**src/rtl/whtr_pkg.sv**
```systemverilog
package whtr_pkg;

  localparam int MAX_WINDOWS_DEF = 16;
  localparam int COORD_BITS_DEF  = 12;
  localparam int RANK_BITS       = 5;
  localparam int CNT_BITS        = 5;
  localparam int IDXIN_BITS      = 4;
  localparam int ID_BITS         = 5;
  localparam logic [CNT_BITS-1:0] COUNT_RESET = 5'd16;
  localparam logic [RANK_BITS-1:0] RANK_TOP   = 5'd1;

  typedef enum logic [1:0] {
    ST_IDLE,
    ST_SCAN,
    ST_DELIVER
  } state_t;

  // Broadcast to every cell: a slot write and a post-hit rank update.
  typedef struct packed {
    logic                  load;
    logic [IDXIN_BITS-1:0] load_idx;
    logic [RANK_BITS-1:0]  load_rank;
    logic                  upd;
    logic [RANK_BITS-1:0]  best_rank;
  } cmd_t;

  // Scan token passed cell to cell; winner index travels beside it.
  typedef struct packed {
    logic                 valid;
    logic                 found;
    logic [RANK_BITS-1:0] rank;
  } tok_t;

endpackage

```
**src/rtl/whtr_cell.sv**
```systemverilog
module whtr_cell #(
  parameter int IDX        = 0,
  parameter int IDX_W      = 4,
  parameter int COORD_BITS = whtr_pkg::COORD_BITS_DEF
) (
  input  logic                          clk,
  input  logic                          rst_n,
  input  whtr_pkg::cmd_t                cmd,
  input  logic [whtr_pkg::CNT_BITS-1:0] act_count,
  input  logic [COORD_BITS-1:0]         ld_left,
  input  logic [COORD_BITS-1:0]         ld_top,
  input  logic [COORD_BITS-1:0]         ld_right,
  input  logic [COORD_BITS-1:0]         ld_bottom,
  input  logic [COORD_BITS-1:0]         px,
  input  logic [COORD_BITS-1:0]         py,
  input  whtr_pkg::tok_t                tok_i,
  input  logic [IDX_W-1:0]              idx_i,
  output whtr_pkg::tok_t                tok_o,
  output logic [IDX_W-1:0]              idx_o
);
  import whtr_pkg::*;

  localparam logic [6:0] IDX_L = 7'(IDX);

  logic [COORD_BITS-1:0] left_r, top_r, right_r, bottom_r;
  logic [RANK_BITS-1:0]  rank_r, rank_nxt;
  tok_t                  tok_r, tok_nxt;
  logic [IDX_W-1:0]      idx_r, idx_nxt;
  logic                  active, sel, hit, take;

  assign active = {2'b00, act_count} > IDX_L;
  assign sel    = cmd.load && ({3'b000, cmd.load_idx} == IDX_L);
  assign hit    = active && px >= left_r && px <= right_r && py >= top_r && py <= bottom_r;
  assign take   = hit && (!tok_i.found || rank_r < tok_i.rank);

  always_comb begin
    tok_nxt = tok_i;
    idx_nxt = idx_i;
    if (take) begin
      tok_nxt.found = 1'b1;
      tok_nxt.rank  = rank_r;
      idx_nxt       = IDX_W'(IDX);
    end
  end

  always_comb begin
    rank_nxt = rank_r;
    if (sel) begin
      rank_nxt = cmd.load_rank;
    end else if (cmd.upd && active) begin
      if (rank_r == cmd.best_rank) begin
        rank_nxt = RANK_TOP;
      end else if (rank_r < cmd.best_rank) begin
        rank_nxt = rank_r + RANK_BITS'(1);
      end
    end
  end

  always_ff @(posedge clk) begin
    if (!rst_n) begin
      tok_r.valid <= 1'b0;
    end else begin
      tok_r.valid <= tok_nxt.valid;
    end
    tok_r.found <= tok_nxt.found;
    tok_r.rank  <= tok_nxt.rank;
    idx_r       <= idx_nxt;
    rank_r      <= rank_nxt;
    if (sel) begin
      left_r   <= ld_left;
      top_r    <= ld_top;
      right_r  <= ld_right;
      bottom_r <= ld_bottom;
    end
  end

  assign tok_o = tok_r;
  assign idx_o = idx_r;

endmodule

```
**src/rtl/window_hit_test_raise_core.sv**
```systemverilog
// Channel  Direction  Handshake              Payload
// in_      input      in_valid / in_ready    op, window_index, left, top, right, bottom,
//                                            point_x, point_y
// out_     output     out_valid / out_ready  hit, window_id
// cfg_     input      cfg_we                 wdata = window_count
//
// A load does not leave the idle state; the next item may follow directly.
// A click walks a token through the row of MAX_WINDOWS cells, one cell per cycle,
// so the result is first captured at the row's end and then moved into the output register.
// The input is held off from click acceptance until the result is moved out; a full
// output register stalls that move, not the rank update.
// Reset (rst_n, synchronous) clears control and sets window_count to 16; slot contents
// stay undefined until loaded.
module window_hit_test_raise_core #(
  parameter int MAX_WINDOWS = whtr_pkg::MAX_WINDOWS_DEF,
  parameter int COORD_BITS  = whtr_pkg::COORD_BITS_DEF
) (
  input  logic                            clk,
  input  logic                            rst_n,
  input  logic                            cfg_we,
  input  logic [whtr_pkg::CNT_BITS-1:0]   cfg_wdata,
  input  logic                            in_valid,
  output logic                            in_ready,
  input  logic                            in_op,
  input  logic [whtr_pkg::IDXIN_BITS-1:0] in_window_index,
  input  logic [COORD_BITS-1:0]           in_left,
  input  logic [COORD_BITS-1:0]           in_top,
  input  logic [COORD_BITS-1:0]           in_right,
  input  logic [COORD_BITS-1:0]           in_bottom,
  input  logic [COORD_BITS-1:0]           in_point_x,
  input  logic [COORD_BITS-1:0]           in_point_y,
  output logic                            out_valid,
  input  logic                            out_ready,
  output logic                            out_hit,
  output logic [whtr_pkg::ID_BITS-1:0]    out_window_id
);
  import whtr_pkg::*;

  localparam int IDX_W = (MAX_WINDOWS > 1) ? $clog2(MAX_WINDOWS) : 1;

  state_t                state_r, state_nxt;
  logic [CNT_BITS-1:0]   wc_r;
  logic [CNT_BITS-1:0]   act_count;
  logic                  start_r;
  logic [COORD_BITS-1:0] px_r, py_r;
  logic                  res_hit_r;
  logic [ID_BITS-1:0]    res_id_r;
  logic                  out_valid_r, out_hit_r;
  logic [ID_BITS-1:0]    out_id_r;
  logic                  click_acc, capture, deliver;
  cmd_t                  cmd;

  tok_t             tok  [MAX_WINDOWS+1];
  logic [IDX_W-1:0] tidx [MAX_WINDOWS+1];

  assign act_count = ({2'b00, wc_r} > 7'(MAX_WINDOWS)) ? CNT_BITS'(MAX_WINDOWS) : wc_r;

  always_comb begin
    state_nxt = state_r;
    unique case (state_r)
      ST_IDLE:    if (in_valid && in_op) state_nxt = ST_SCAN;
      ST_SCAN:    if (tok[MAX_WINDOWS].valid) state_nxt = ST_DELIVER;
      ST_DELIVER: if (!out_valid_r || out_ready) state_nxt = ST_IDLE;
      default:    state_nxt = ST_IDLE;
    endcase
  end

  always_comb begin
    in_ready  = (state_r == ST_IDLE);
    click_acc = in_ready && in_valid && in_op;
    capture   = (state_r == ST_SCAN) && tok[MAX_WINDOWS].valid;
    deliver   = (state_r == ST_DELIVER) && (!out_valid_r || out_ready);
  end

  always_comb begin
    cmd.load      = in_ready && in_valid && !in_op &&
                    ({1'b0, in_window_index} < act_count);
    cmd.load_idx  = in_window_index;
    cmd.load_rank = act_count - {1'b0, in_window_index};
    cmd.upd       = capture && tok[MAX_WINDOWS].found;
    cmd.best_rank = tok[MAX_WINDOWS].rank;
  end

  assign tok[0]  = '{valid: start_r, found: 1'b0, rank: '0};
  assign tidx[0] = '0;

  for (genvar g = 0; g < MAX_WINDOWS; g++) begin : g_cell
    whtr_cell #(
      .IDX        (g),
      .IDX_W      (IDX_W),
      .COORD_BITS (COORD_BITS)
    ) u_cell (
      .clk       (clk),
      .rst_n     (rst_n),
      .cmd       (cmd),
      .act_count (act_count),
      .ld_left   (in_left),
      .ld_top    (in_top),
      .ld_right  (in_right),
      .ld_bottom (in_bottom),
      .px        (px_r),
      .py        (py_r),
      .tok_i     (tok[g]),
      .idx_i     (tidx[g]),
      .tok_o     (tok[g+1]),
      .idx_o     (tidx[g+1])
    );
  end

  always_ff @(posedge clk) begin
    if (!rst_n) begin
      state_r     <= ST_IDLE;
      wc_r        <= COUNT_RESET;
      start_r     <= 1'b0;
      out_valid_r <= 1'b0;
    end else begin
      state_r <= state_nxt;
      start_r <= click_acc;
      if (cfg_we) begin
        wc_r <= cfg_wdata;
      end
      if (deliver) begin
        out_valid_r <= 1'b1;
      end else if (out_ready) begin
        out_valid_r <= 1'b0;
      end
    end
  end

  always_ff @(posedge clk) begin
    if (click_acc) begin
      px_r <= in_point_x;
      py_r <= in_point_y;
    end
    if (capture) begin
      res_hit_r <= tok[MAX_WINDOWS].found;
      res_id_r  <= tok[MAX_WINDOWS].found ?
                   (ID_BITS'(tidx[MAX_WINDOWS]) + ID_BITS'(1)) : '0;
    end
    if (deliver) begin
      out_hit_r <= res_hit_r;
      out_id_r  <= res_id_r;
    end
  end

  assign out_valid     = out_valid_r;
  assign out_hit       = out_hit_r;
  assign out_window_id = out_id_r;

  // token leaves the row only while a scan is in flight
  a_tok_in_scan: assert property (@(posedge clk) disable iff (!rst_n)
    tok[MAX_WINDOWS].valid |-> state_r == ST_SCAN)
    else $error("scan token outside scan");

  a_click_scans: assert property (@(posedge clk) disable iff (!rst_n)
    click_acc |=> state_r == ST_SCAN && start_r)
    else $error("click did not start scan");

  a_miss_id: assert property (@(posedge clk) disable iff (!rst_n)
    out_valid && !out_hit |-> out_window_id == '0)
    else $error("miss with nonzero id");

  a_no_load_busy: assert property (@(posedge clk) disable iff (!rst_n)
    cmd.load |-> state_r == ST_IDLE && !cmd.upd)
    else $error("slot write during scan");

endmodule
```
**config.mk**
```make
export PLATFORM = sky130hd
export DESIGN_NAME = window_hit_test_raise_core
export DESIGN_NICKNAME = d
export VERILOG_FILES = /design/src/rtl/whtr_pkg.sv /design/src/rtl/whtr_cell.sv /design/src/rtl/window_hit_test_raise_core.sv
export SDC_FILE = /design/constraint.sdc
export NUM_CORES = 2
export LEC_CHECK = 0
export ABC_CLOCK_PERIOD_IN_PS = 10100
export BUFFER_PORTS_ARGS = -buffer_cell sky130_fd_sc_hd__buf_2
export CAP_MARGIN = 0
export CORE_MARGIN = 3
export CORE_UTILIZATION = 40
export CTS_CLUSTER_DIAMETER = 120
export DETAILED_ROUTE_END_ITERATION = 6
export PLACE_DENSITY_LB_ADDON = 0.1
export SYNTH_ARGS = -nofsm -noshare
export SYNTH_HDL_FRONTEND = slang
export SYNTH_SLANG_ARGS = --single-unit
```
**constraint.sdc**
```tcl
create_clock -name clk -period 10.1 [get_ports clk]
set_input_delay 1.01 -clock clk [delete_from_list [all_inputs] [get_ports clk]]
set_output_delay 1.01 -clock clk [all_outputs]
set_load 0.005 [all_outputs]
```
==> flow_summary.json <==
{
  "period_needed_ps": 4280,
  "fin_nets": 5974,
  "place_ws_ps": 5300,
  "rsz0062_at_grt": "false",
  "synth-compound-area-share": 0.0925,
  "clock_latency_ps": 780,
  "grt-ovfl-total": 0,
  "grtUsageTotal": 0.211,
  "cap_viol_max_count": 0,
  "drt_wl_total_um": 152000,
  "critPathKind": "reg2reg",
  "yosys_warnings": 0,
  "worst_slack_ps": 5820,
  "antenna_left": 0,
  "synthTopCellsByArea": "edfxtp_1 (47%), ha_1 (21%), dfxtp_1 (6.0%)",
  "ir_drop_uv": 141,
  "arrival_ps": 4650,
  "cp.required_ps": 10470,
  "rr_worst_depth": 12,
  "cts_setup_buffers": 0,
  "status": "finished clean",
  "port_buffers": 94,
  "dieWidth_um": 381,
  "synth_top_area_frac": 0.471,
  "syn2layout_area_growth_pct": 13.2,
  "synth_area_per_cell_sq_um": 12.0,
  "drt-met1-wl_um": 72200,
  "highest_layer": "met5",
  "multi_input_area_sq_mm": 0.0233,
  "synthAdderAreaFrac": 0.206,
  "cp_max_fo": 48,
  "cts_max_level": 4,
  "synth_top_cell_by_area": "edfxtp_1",
  "synth_nets": 5707,
  "dr_wl_met3_um": 5440,
  "dr.pass1.iters": 5,
  "hold_viol": 0,
  "drt_iter0_markers": 2023,
  "cts-buffers-inserted": 130,
  "synth_seq_cells": 1054,
  "synth_most_common_cell": "ha_1",
  "num_vias": 35600,
  "slew_violations": 0,
  "fmax_mhz": 234,
  "clockBufferDepth": 3,
  "synth-xor-area-share": 0.00808,
  "routabilityCongestion": 0.797,
  "vias_per_cell": 5.13,
  "crit_chain": "buf_4 -> nand2b_1 -> inv_1 -> ha_1 -> nor2b_1 -> o21ai_1 -> a21oi_1 -> o32a_1 -> o21ai_1 -> buf_4 -> or3_1 -> inv_2",
  "antenna_found_initial": 7,
  "cts_sinks": 1054,
  "grt_pass1_vias": 35200,
  "synth_cell_types": 73,
  "cp-end-kind": "flop",
  "ys_async_sr_fraction": 0,
  "fillCellCount": 12800,
  "tritoncts": "built",
  "fp-row-count": 137,
  "yosysSeqAreaShare": 0.531,
  "power.leakage_uw": 0.0280,
  "clock_skew_ps": 39.9,
  "max_slew.worst_pin.slew_ps": 1120,
  "path_clk_slew_ps": 60,
  "min_from": "g_cell[8].u_cell.idx_o[3]",
  "finalSetupViolCount": 0,
  "routedWlPerCell_um": 22.0,
  "powerDensity_mw_per_mm2": 160,
  "slew_headroom": 0.252,
  "cpMaxStageDelayCell": "inv_2",
  "synth.cell_area_sq_mm": 0.0564,
  "die_h_um": 381,
  "start_util": 0.404,
  "wl_met2_um": 70800,
  "synthCells": 4690,
  "fin_setup_tns_ps": 0,
  "cts_hold_buf": 0,
  "layout-drive-gt1-share": 0.0976,
  "hpwl_um": 97800,
  "post-route-drc-count": 0,
  "ioPinCount": 95,
  "synth_top_family_by_area": "adder cells",
  "ys.flop_type": "edfxtp_1",
  "die-area_sq_mm": 0.146,
  "post_cts_resized": 0,
  "r2r_start": "wc_r[4]",
  "critPathMaxStageDelay_ps": 870,
  "core_sq_mm": 0.140,
  "hold_path.class": "reg2reg",
  "grt_pass1_wl_um": 227000,
  "synthTopCellsByCount": "ha_1 (929), edfxtp_1 (884), inv_1 (830)",
  "rr_endpoint": "g_cell[3].u_cell.right_r[1]",
  "muxShareOfSynthArea": 0.0244,
  "hold_path_depth": 1,
  "cp-start-kind": "flop",
  "period_share": 0.423,
  "hold_end": "g_cell[9].u_cell.idx_o[3]",
  "grt_max_degree": 55,
  "synth-simple-area-share": 0.0798,
  "seq_area_sq_mm": 0.0299,
  "cts-root-buf": "clkbuf_16",
  "synth_edf_count": 884,
  "regToRegSetupSlack_ps": 5820
}
placed cells by master (no fill, tap or decap), types with 70 or more instances in the layout:
master	n
ha_1	929
edfxtp_1	884
inv_1	822
a21oi_1	295
o21ai_0	182
dfxtp_1	170
nand2_1	147
clkbuf_16	137
nand4_1	132
a21o_1	112
nor2_1	105
nand3_1	102
nor2b_1	99
buf_2	96
mux2_2	76
buf_4	70
routing by layer:
| metal | GRT usage | vias to the layer above |
|---|---|---|
| met4 | 0.0628 | 4 |
| met5 | 0 | - |
| met1 | 0.291 | 17200 |
| met2 | 0.345 | 585 |
| met3 | 0.0298 | 202 |
| li1 | - | 17600 |
through the flow:
step	power [uW]	util	cells	hold slack, ps	instance area [sq um]
4_1_cts	10400	0.457	6937	364	63800
6_report	10200	0.457	6938	412	63800
2_1_floorplan	5430	-	4690	386	56400
3_3_place_gp	5800	0.427	6697	401	59700
5_1_grt	10700	0.457	6937	377	63800
3_5_place_dp	5820	0.427	6701	401	59700
power breakdown:
group | switching, uW | internal [uW]
Clock | 1850 | 2650
Combinational | 552 | 302
Sequential | 55.1 | 4810
Total | 2460 | 7760
logic make-up (layout without fill, tap and decap cells):
family / Yosys count / count (layout)
flip-flops: 1054 / 1054
XOR/XNOR: 52 / 52
adder cells (fa/ha/maj): 930 / 930
other: 0 / 1
multiplexers: 128 / 128
AO/OA/AOI/OAI: 843 / 843
buffers and inverters: 862 / 1233
AND/OR/NAND/NOR: 821 / 821
area by class of cell:
type,count,area share
Clock inverter,63,0.00798
Inverter,830,0.0488
Clock buffer,173,0.0566
Antenna cell,1,0.0000392
Sequential cell,1054,0.469
Multi-Input combinational cell,2774,0.365
Timing Repair Buffer,167,0.0159
Tap cell,1876,0.0368
worst max-delay path: cells and delay by family, from the launching register on:
family                     cells  cell delay (ps)
and+or+nand+nor                3              950
AOI/OAI and AO/OA              4              770
DFF                            1              300
adders and majority gates      1              280
buffers and inverters          4             1520
sequential cells by signal, indices dropped and copies added (netlist names), 12 cells and up:
name	count
g_cell.u_cell.bottom_r	192
g_cell.u_cell.left_r	192
g_cell.u_cell.right_r	192
g_cell.u_cell.top_r	192
g_cell.u_cell.tok_o	112
g_cell.u_cell.rank_r	80
g_cell.u_cell.idx_o	49
px_r	12
py_r	12
how the worst max path moves through the flow:
stage          slack (ps)          startpoint  depth (start not counted)                          end
6_report             5820             wc_r[4]                         12  g_cell[3].u_cell.right_r[1]
5_1_grt              5610             wc_r[4]                         12   g_cell[3].u_cell.left_r[0]
4_1_cts              5740             px_r[3]                          8   g_cell[11].u_cell.tok_o[1]
3_5_place_dp         5300  in_window_index[1]                         11   g_cell[3].u_cell.left_r[5]
3_3_place_gp         4630             py_r[7]                          9    g_cell[7].u_cell.tok_o[2]
2_1_floorplan        1820  in_window_index[1]                         12   g_cell[1].u_cell.rank_r[0]
Note: power is estimated with default switching activity, not from simulation.
